## src/rtl/core/gcd_pkg.sv

```systemverilog
`timescale 1ns / 1ps

package gcd_pkg;

  localparam int MAX_WIDTH_DEF = 2048;
  localparam int LIN_FRAC      = 8;
  // 255^2.2 stays below 2^18
  localparam int LIN_W         = 18 + LIN_FRAC;
  localparam int PAIR_W        = LIN_W + 1;
  localparam int SUM_W         = LIN_W + 2;
  localparam int CFG_W         = 12;
  localparam int HEIGHT_LIMIT  = 2048;
  localparam int Q_DEPTH       = 4;

  localparam logic CFG_IDX_WIDTH  = 1'b0;
  localparam logic CFG_IDX_HEIGHT = 1'b1;

  typedef logic [LIN_W-1:0] lin_t;
  typedef lin_t lin_tab_t [256];

  // one finished 2x2 block waiting for the gamma search
  typedef struct packed {
    logic [SUM_W-1:0] sum_r;
    logic [SUM_W-1:0] sum_g;
    logic [SUM_W-1:0] sum_b;
    logic [7:0]       alpha;
    logic [2:0]       cnt;
    logic             eor;
    logic             eof;
  } blk_t;

  // line buffer word: top-row pair sums
  typedef struct packed {
    logic [PAIR_W-1:0] r;
    logic [PAIR_W-1:0] g;
    logic [PAIR_W-1:0] b;
    logic [8:0]        a;
    logic [1:0]        cnt;
  } pair_t;

  // largest y with y^5 <= v^11 * 2^(5*frac), worked out at elaboration
  function automatic lin_tab_t build_lin();
    lin_tab_t     t;
    logic [191:0] tgt;
    logic [191:0] tr;
    lin_t         y;
    lin_t         c;
    for (int v = 0; v < 256; v++) begin
      tgt = 192'd1;
      for (int k = 0; k < 11; k++) tgt = tgt * 192'(v);
      tgt = tgt << (5 * LIN_FRAC);
      y = '0;
      for (int bt = LIN_W - 1; bt >= 0; bt--) begin
        c  = y | (LIN_W'(1) << bt);
        tr = 192'd1;
        for (int k = 0; k < 5; k++) tr = tr * 192'(c);
        if (tr <= tgt) y = c;
      end
      t[v] = y;
    end
    return t;
  endfunction

  localparam lin_tab_t LIN_TAB = build_lin();

endpackage

```

## src/rtl/core/gcd_fifo.sv

```systemverilog
`timescale 1ns / 1ps

module gcd_fifo (
  input  logic           clk,
  input  logic           rst_n,
  input  logic           push,
  input  gcd_pkg::blk_t  push_data,
  output logic           room,
  input  logic           pop,
  output logic           not_empty,
  output gcd_pkg::blk_t  head
);

  localparam int PW = $clog2(gcd_pkg::Q_DEPTH);

  gcd_pkg::blk_t mem_r [gcd_pkg::Q_DEPTH];
  logic [PW-1:0] wp_r, wp_nxt;
  logic [PW-1:0] rp_r, rp_nxt;
  logic [PW:0]   cnt_r, cnt_nxt;

  // room for the item now in the adder stage plus one more
  assign room      = (cnt_r + (PW + 1)'(push)) < (PW + 1)'(gcd_pkg::Q_DEPTH);
  assign not_empty = cnt_r != '0;
  assign head      = mem_r[rp_r];

  always_comb begin
    wp_nxt  = push ? wp_r + 1'b1 : wp_r;
    rp_nxt  = pop ? rp_r + 1'b1 : rp_r;
    cnt_nxt = cnt_r + (PW + 1)'(push) - (PW + 1)'(pop);
  end

  always_ff @(posedge clk) begin
    if (!rst_n) begin
      wp_r  <= '0;
      rp_r  <= '0;
      cnt_r <= '0;
    end else begin
      wp_r  <= wp_nxt;
      rp_r  <= rp_nxt;
      cnt_r <= cnt_nxt;
    end
    if (push) mem_r[wp_r] <= push_data;
  end

endmodule

```

## config.mk

```make
export PLATFORM = sky130hd
export DESIGN_NAME = gcd_fifo
export DESIGN_NICKNAME = d
export VERILOG_FILES = /design/src/rtl/core/gcd_pkg.sv /design/src/rtl/core/gcd_fifo.sv
export SDC_FILE = /design/constraint.sdc
export NUM_CORES = 1
export LEC_CHECK = 0
export ABC_AREA = 0
export BUFFER_PORTS_ARGS = -buffer_cell sky130_fd_sc_hd__buf_4
export CAP_MARGIN = 10
export CORE_UTILIZATION = 55
export CTS_BUF_LIST = sky130_fd_sc_hd__clkbuf_4 sky130_fd_sc_hd__clkbuf_8
export DETAILED_ROUTE_END_ITERATION = 6
export PLACE_DENSITY = 0.82
export SYNTH_ARGS = -nofsm -noshare
export SYNTH_HDL_FRONTEND = slang
export SYNTH_SLANG_ARGS = --single-unit
export TNS_END_PERCENT = 50
```

## constraint.sdc

```tcl
create_clock -name clk -period 10.6 [get_ports clk]
set_input_delay 2.12 -clock clk [delete_from_list [all_inputs] [get_ports clk]]
set_output_delay 2.12 -clock clk [all_outputs]
set_load 0.02 [all_outputs]
```

==> impl_metrics.py, run 1 <==
metrics = {
    "outcome": {
        "outcome": "finished clean",
    },
    "clock_tree": {
        "cts_setup_buffers": 0,
        "ctsHoldBuffers": 0,
        "cts.sinks": 397,
        "cts_tree": "yes",
        "clk_pin_slew_ps": 60,
        "clk-insertion-delay-late_ps": 580,
        "cts_buffers": 60,
        "cts_buffer_depth": 3,
        "cts_root_buffer": "clkbuf_8",
        "cts_resized": 0,
        "htreeDepth": 2,
    },
    "place": {
        "placed_cell_area_mm2": 0.0162,
        "detailedPlace.worstSlack_ps": 5360,
        "hpwl_mm": 15.1,
        "portBuffers": 199,
        "dp.cells": 1063,
        "place.gp.congestion": 0.753,
    },
    "synthesis": {
        "synth_area_mm2": 0.0144,
        "synthCells": 550,
        "yosysTopAreaCell": "edfxtp_1",
        "synth_nets": 659,
        "yosys-top-cells-area": "edfxtp_1 (81%), mux4_2 (15%), dfxtp_1 (1.2%)",
        "synth_top_area_share_pct": 80.8,
        "avgSynthCellArea_um2": 26.2,
        "ys_ff_latch": 397,
        "ys_warn_count": 0,
        "ys_seq_area_share_pct": 82.1,
        "synth.distinct_cells": 19,
    },
    "power": {
        "peakVddDrop_uv": 119,
        "p_leak_nw": 5.93,
        "intPower_mw": 2.65,
        "combPwrFrac_pct": 11.2,
        "power_frac_seq_pct": 53.5,
        "clkPwrFrac_pct": 35.2,
        "powerDensity_mw_per_mm2": 197,
        "p_sw_share_pct": 22.7,
        "p_switching_uw": 780,
    },
    "worst_setup_path": {
        "start_kind": "register",
        "cp_max_fo": 49,
        "crit_arrival_ps": 3320,
        "worst-setup-path-type": "register to primary output",
        "cp-end-kind": "primary output",
        "required_ps": 8480,
    },
    "timing": {
        "rsz0062_at_grt": "no",
        "hold_viol_final": 0,
        "timing.final.max_slew_violations": 0,
        "fin_skew_ps": 18.9,
        "setup_ws_ps": 5160,
        "fmaxAchievable_mhz": 184,
        "setup_viol": 0,
        "worst_pin_slew_ps": 1220,
        "hold_ws_ps": 567,
        "max_slew_margin_pct": 19.0,
        "finalCritPeriodShare_pct": 51.3,
        "setup_tns_ps": 0,
        "period_needed_ps": 5440,
    },
    "finish": {
        "drive_gt1_share_pct": 47.9,
        "nets": 904,
        "antenna_cells": 0,
        "final_area_mm2": 0.0174,
        "final_cell_count_no_fill": 1175,
        "fillCellCount": 1524,
        "syn2layout_area_growth_pct": 20.9,
        "final_cell_mix": "edfxtp_1 (388), buf_4 (205), mux4_2 (97), clkbuf_8 (61), clkbuf_4 (23)",
        "final_common_cell": "edfxtp_1",
    },
    "detailed_routing": {
        "first_pass_iters": 4,
        "post-route-drc-count": 0,
        "wl_per_cell_um": 21.9,
        "drt-total-wl_mm": 25.7,
        "via_count": 6566,
        "drtIter0Drc": 489,
        "vias_per_cell": 5.59,
        "ant_nets": 0,
    },
    "global_routing": {
        "gr-total-overflow": 0,
        "grt_pass1_vias": 6996,
        "globalRouteMet1Util_pct": 24.9,
        "grt_pass1_wl_mm": 38.7,
        "grt_busiest_layer": "met2",
        "grt_max_degree": 81,
        "grt_use_met3_pct": 5.30,
        "grtUsageMet2_pct": 32.8,
        "grtUsageTotal_pct": 19.3,
        "antenna_found_initial": 0,
    },
    "die": {
        "chipWidth_um": 164,
        "die_h_um": 164,
        "fp.coreArea_mm2": 0.0255,
        "start_util_pct": 56.6,
        "die_area_mm2": 0.0269,
        "fp-row-count": 58,
        "num_io_pins": 200,
    },
    "hold_path": {
        "hp-class": "register to register",
    },
    "run": {
        "cap_viol_max_count": 0,
    },
}
-- final cells by class --
class                      count  area [um2]  area share [%]
sequential                   397       11800            67.9
clock inverter                28         179            1.03
inverter                       5        18.8           0.108
multi-input combinational    126        2430            13.9
tap                          330         413            2.37
clock buffer                  84        1010            5.81
timing repair buffer         205        1540            8.83
-- synthesized netlist by cell type, drive strengths merged --
cell type	number
a21bo	1
a21oi	1
and2	4
buf	16
clkbuf	6
dfxtp	9
edfxtp	388
ha	8
inv	5
mux2i	2
mux4	97
nand2	1
nand2b	1
nand3b	1
nor2	6
or3	1
xnor2	3
-- registers in the layout, indices dropped and copies added, names as in the netlist, named ones only --
name and flops:
cnt_r 3, wp_r 2, rp_r 2, mem_r 388
-- logic make-up after synthesis --
family | count (synthesis) | share of synthesized area [%]
XOR/XNOR | 3 | 0.182
multiplexers | 99 | 15.3
AND/OR/NAND/NOR | 14 | 0.495
AO/OA/AOI/OAI | 2 | 0.104
flip-flops | 397 | 82.1
buffers and inverters | 27 | 1.16
adder cells (fa/ha/maj) | 8 | 0.694
-- path summary, 6_finish.rpt --
| path | from | endpoint | slack (ps) | cells past startpoint |
|---|---|---|---|---|
| max | register | head[82] | 5160 | 3 |
| min | rp_r[0]$_SDFFE_PN0P_ | register | 570 | 2 |
| max reg2reg | wp_r[0]$_SDFFE_PN0P_ | mem_r[2][9]$_DFFE_PP_ | 8230 | 4 |
| min reg2reg | rp_r[0]$_SDFFE_PN0P_ | register | 570 | 2 |
-- metrics by stage --
stage	utilization [%]	total power, mW
6_report	68.4	3.43
5_1_grt	68.4	3.57
4_1_cts	68.4	3.47
3_5_place_dp	63.7	2.26
3_3_place_gp	63.7	2.24
2_1_floorplan	-	2.09
-- power by group through the flow --
stage                     combinational (mW)  clock (mW)  sequential [mW]
after CTS                              0.391        1.24             1.84
after global routing                   0.410        1.31             1.85
after floorplan                        0.238           0             1.85
final                                  0.386        1.21             1.84
after global placement                 0.379           0             1.87
after detailed placement               0.390           0             1.87
-- worst max-delay path, cell delays in order (launching register included) --
cell     delay, ps
dfxtp_4       1000
buf_4          900
mux4_2         630
buf_4          180
-- metal layers --
metal	part of all wire [%]	vias to the layer above
met4	1.2	0
met5	0	-
met2	52	238
met1	40	3429
met3	7.6	32
li1	-	2867
No activity file was read; power rests on OpenSTA's default activity.
==> inputs of run 2 (changes only) <==
--- a/config.mk
+++ b/config.mk
@@ -5,13 +5,13 @@
 export SDC_FILE = /design/constraint.sdc
 export NUM_CORES = 1
 export LEC_CHECK = 0
-export ABC_AREA = 0
+export ABC_AREA = 1
 export BUFFER_PORTS_ARGS = -buffer_cell sky130_fd_sc_hd__buf_4
 export CAP_MARGIN = 10
-export CORE_UTILIZATION = 55
+export CORE_UTILIZATION = 54
 export CTS_BUF_LIST = sky130_fd_sc_hd__clkbuf_4 sky130_fd_sc_hd__clkbuf_8
 export DETAILED_ROUTE_END_ITERATION = 6
-export PLACE_DENSITY = 0.82
+export PLACE_DENSITY = 0.83
 export SYNTH_ARGS = -nofsm -noshare
 export SYNTH_HDL_FRONTEND = slang
 export SYNTH_SLANG_ARGS = --single-unit
==> constraint.sdc (replaced) <==
create_clock -name clk -period 4.5 [get_ports clk]
set_input_delay 0.9 -clock clk [delete_from_list [all_inputs] [get_ports clk]]
set_output_delay 0.9 -clock clk [all_outputs]
set_load 0.02 [all_outputs]
==> run 2 against run 1 <==
Sequential share of layout area decreased by 5.6 points. Via count increased by 43%. Synthesized cell count increased by 120%. Non-clock buffer count increased by 4. Sequential cell count unchanged. Combinational power increased to 2.5 times the previous value. Wire length increased by 16%. Synthesized area increased by 12%. Clock power increased by 130%. Largest cell class unchanged. Highest routed layer unchanged.
==> impl_metrics.py, run 2 <==
metrics = {
    "clock_tree": {
        "cts_resized": 0,
        "cts_buffer_depth": 3,
        "cts_setup_buffers": 0,
        "cts_root_buffer": "clkbuf_8",
        "clk_pin_slew_ps": 60,
        "htreeDepth": 2,
        "ctsHoldBuffers": 0,
        "cts_buffers": 59,
        "cts.sinks": 397,
        "clk-insertion-delay-late_ps": 590,
        "cts_tree": "yes",
    },
    "power": {
        "powerDensity_mw_per_mm2": 422,
        "combPwrFrac_pct": 12.2,
        "intPower_mw": 6.08,
        "p_switching_mw": 1.94,
        "p_leak_nw": 7.36,
        "p_sw_share_pct": 24.2,
        "peakVddDrop_uv": 303,
        "power_frac_seq_pct": 53.3,
        "finalPower_mw": 8.02,
        "clkPwrFrac_pct": 34.5,
    },
    "run": {
        "cap_viol_max_count": 0,
    },
    "timing": {
        "period_needed_ps": 3150,
        "setup_ws_ps": 1350,
        "max_slew_margin_pct": 45.6,
        "hold_viol_final": 0,
        "setup_tns_ps": 0,
        "rsz0062_at_grt": "no",
        "worst_pin_slew_ps": 816,
        "fin_skew_ps": 27.0,
        "finalCritPeriodShare_pct": 70.1,
        "fmaxAchievable_mhz": 317,
        "timing.final.max_slew_violations": 0,
        "setup_viol": 0,
    },
    "synthesis": {
        "synth_edf_count": 388,
        "synth_top_area_share_pct": 71.9,
        "yosysTopAreaCell": "edfxtp_1",
        "synthArstFlopShare_pct": 0,
        "synth_top_family_by_area": "compound AO/OA/AOI/OAI gates",
        "synthTopCellsByCount": "edfxtp_1 (388), inv_1 (208), nand2_1 (206), a21oi_1 (82), o211ai_2 (70)",
        "ys_seq_area_share_pct": 73.0,
        "yosys-top-cells-area": "edfxtp_1 (72%), o211ai_2 (5.4%), inv_1 (4.8%)",
        "yosysMostFrequentCell": "edfxtp_1",
        "synthAdderAreaFrac_pct": 0.617,
        "synth_area_mm2": 0.0162,
        "avgSynthCellArea_um2": 13.6,
        "ys_warn_count": 0,
        "synth_compound_area_share_pct": 13.4,
        "synth.distinct_cells": 19,
        "ys_ff_latch": 397,
        "synth-main-ff-cell": "edfxtp_1",
        "synthSimpleGateAreaFrac_pct": 4.92,
        "synthMuxAreaShare_pct": 0,
        "synth_nets": 1299,
        "synth_xor_area_share_pct": 0,
        "synthCells": 1190,
    },
    "finish": {
        "regMostFlops": "mem_r",
        "final_common_cell": "edfxtp_1",
        "largestRegisters": "mem_r (388), cnt_r (3)",
        "utilization_pct": 64.3,
        "final_cell_mix": "edfxtp_1 (388), nand2_1 (206), inv_1 (204), buf_4 (200), a21oi_1 (82)",
        "nets": 1504,
        "drive_gt1_share_pct": 27.4,
        "final_area_mm2": 0.0190,
        "largest_reg_flops": 388,
        "syn2layout_area_growth_pct": 17.2,
    },
    "die": {
        "chipWidth_um": 175,
        "start_util_pct": 54.9,
        "num_io_pins": 200,
        "die_area_mm2": 0.0307,
        "fp-row-count": 63,
        "fp.coreArea_mm2": 0.0296,
        "die_h_um": 175,
    },
    "detailed_routing": {
        "via_count": 9393,
        "vias_per_cell": 5.13,
        "drt-total-wl_mm": 30.0,
        "ant_nets": 0,
        "post-route-drc-count": 0,
        "first_pass_iters": 5,
        "drtIter0Drc": 536,
        "wl_per_cell_um": 16.4,
    },
    "global_routing": {
        "grt_use_met3_pct": 5.91,
        "grt_pass1_vias": 9278,
        "grt_max_degree": 155,
        "grt_pass1_wl_mm": 46.7,
        "globalRouteMet1Util_pct": 23.5,
        "antenna_found_initial": 1,
        "grtUsageMet2_pct": 33.4,
        "grt_busiest_layer": "met2",
        "gr-total-overflow": 0,
        "grtUsageTotal_pct": 19.5,
    },
    "worst_setup_path": {
        "cp_max_fo": 86,
        "start_kind": "register",
        "path_delay_family": "flip-flops",
        "required_ps": 3600,
        "critPathBufInv": 2,
        "worstPathCellList": "buf_12 -> a21oi_1 -> o21ai_1 -> nand2_1 -> buf_4",
        "cp_slowest_cell": "dfxtp_4",
        "worst-setup-path-type": "register to primary output",
        "cp-end-kind": "primary output",
        "max_stage_delay_ps": 640,
        "crit_arrival_ps": 2250,
    },
    "place": {
        "detailedPlace.worstSlack_ps": 1760,
        "hpwl_mm": 17.2,
        "portBuffers": 199,
        "place.gp.congestion": 0.712,
        "placed_cell_area_mm2": 0.0179,
    },
    "hold_path": {
        "hp-class": "register to register",
    },
    "outcome": {
        "outcome": "finished clean",
    },
}
run 2: cell count changes in the layout (fill, tap and decap cells not counted), sizes merged, moves of 97 or more:
cell    previous run  this run
o21ai              0       101
inv                6       209
mux4              97         0
nand2              1       206
o211ai             0        97
a21oi              1       102
run 2: final timing paths:
kind,start,end,slack (ps),cells past startpoint
max reg2reg,wp_r[0]$_SDFFE_PN0P_,mem_r[2][25]$_DFFE_PP_,2460,5
min,rp_r[1]$_SDFFE_PN0P_,register,480,2
min reg2reg,rp_r[1]$_SDFFE_PN0P_,register,480,2
max,register,head[21],1350,5
run 2: metal layers:
layer | routed length, um | up-vias
met5 | 0 | -
met4 | 754 | 0
met3 | 2380 | 61
met2 | 14900 | 270
met1 | 11900 | 4499
li1 | - | 4563
run 2: stage by stage:
step	hold slack, ps	instances
final	482	1831
after floorplan	436	1190
after detailed placement	459	1724
after CTS	459	1830
after global routing	460	1830
after global placement	435	1724
run 2: worst min-delay path: stages, from the launching register on:
cell	delay (ps)
dfxtp_1	300
inv_1	70
a21oi_1	70
run 2: final cells by class:
class                      count  area (um2)
tap                          390         488
antenna                        1        2.50
inverter                     208         791
multi-input combinational    520        3070
sequential                   397       11800
fill                        2142       10600
clock inverter                21         116
timing repair buffer         209        1680
clock buffer                  85        1010
run 2: logic make-up after synthesis:
kind of cell	after synthesis
AOI/OAI and AO/OA	300
adders and majority gates	8
buffers and inverters	273
DFF	397
and+or+nand+nor	212
run 2: power by group through the flow:
stage	sequential, mW	combinational (mW)	clock, mW
global route	4.29	1.06	2.99
CTS	4.28	0.987	2.83
global placement	4.35	0.951	0
floorplan	4.35	0.603	0
finish	4.28	0.975	2.77
detailed placement	4.36	0.981	0
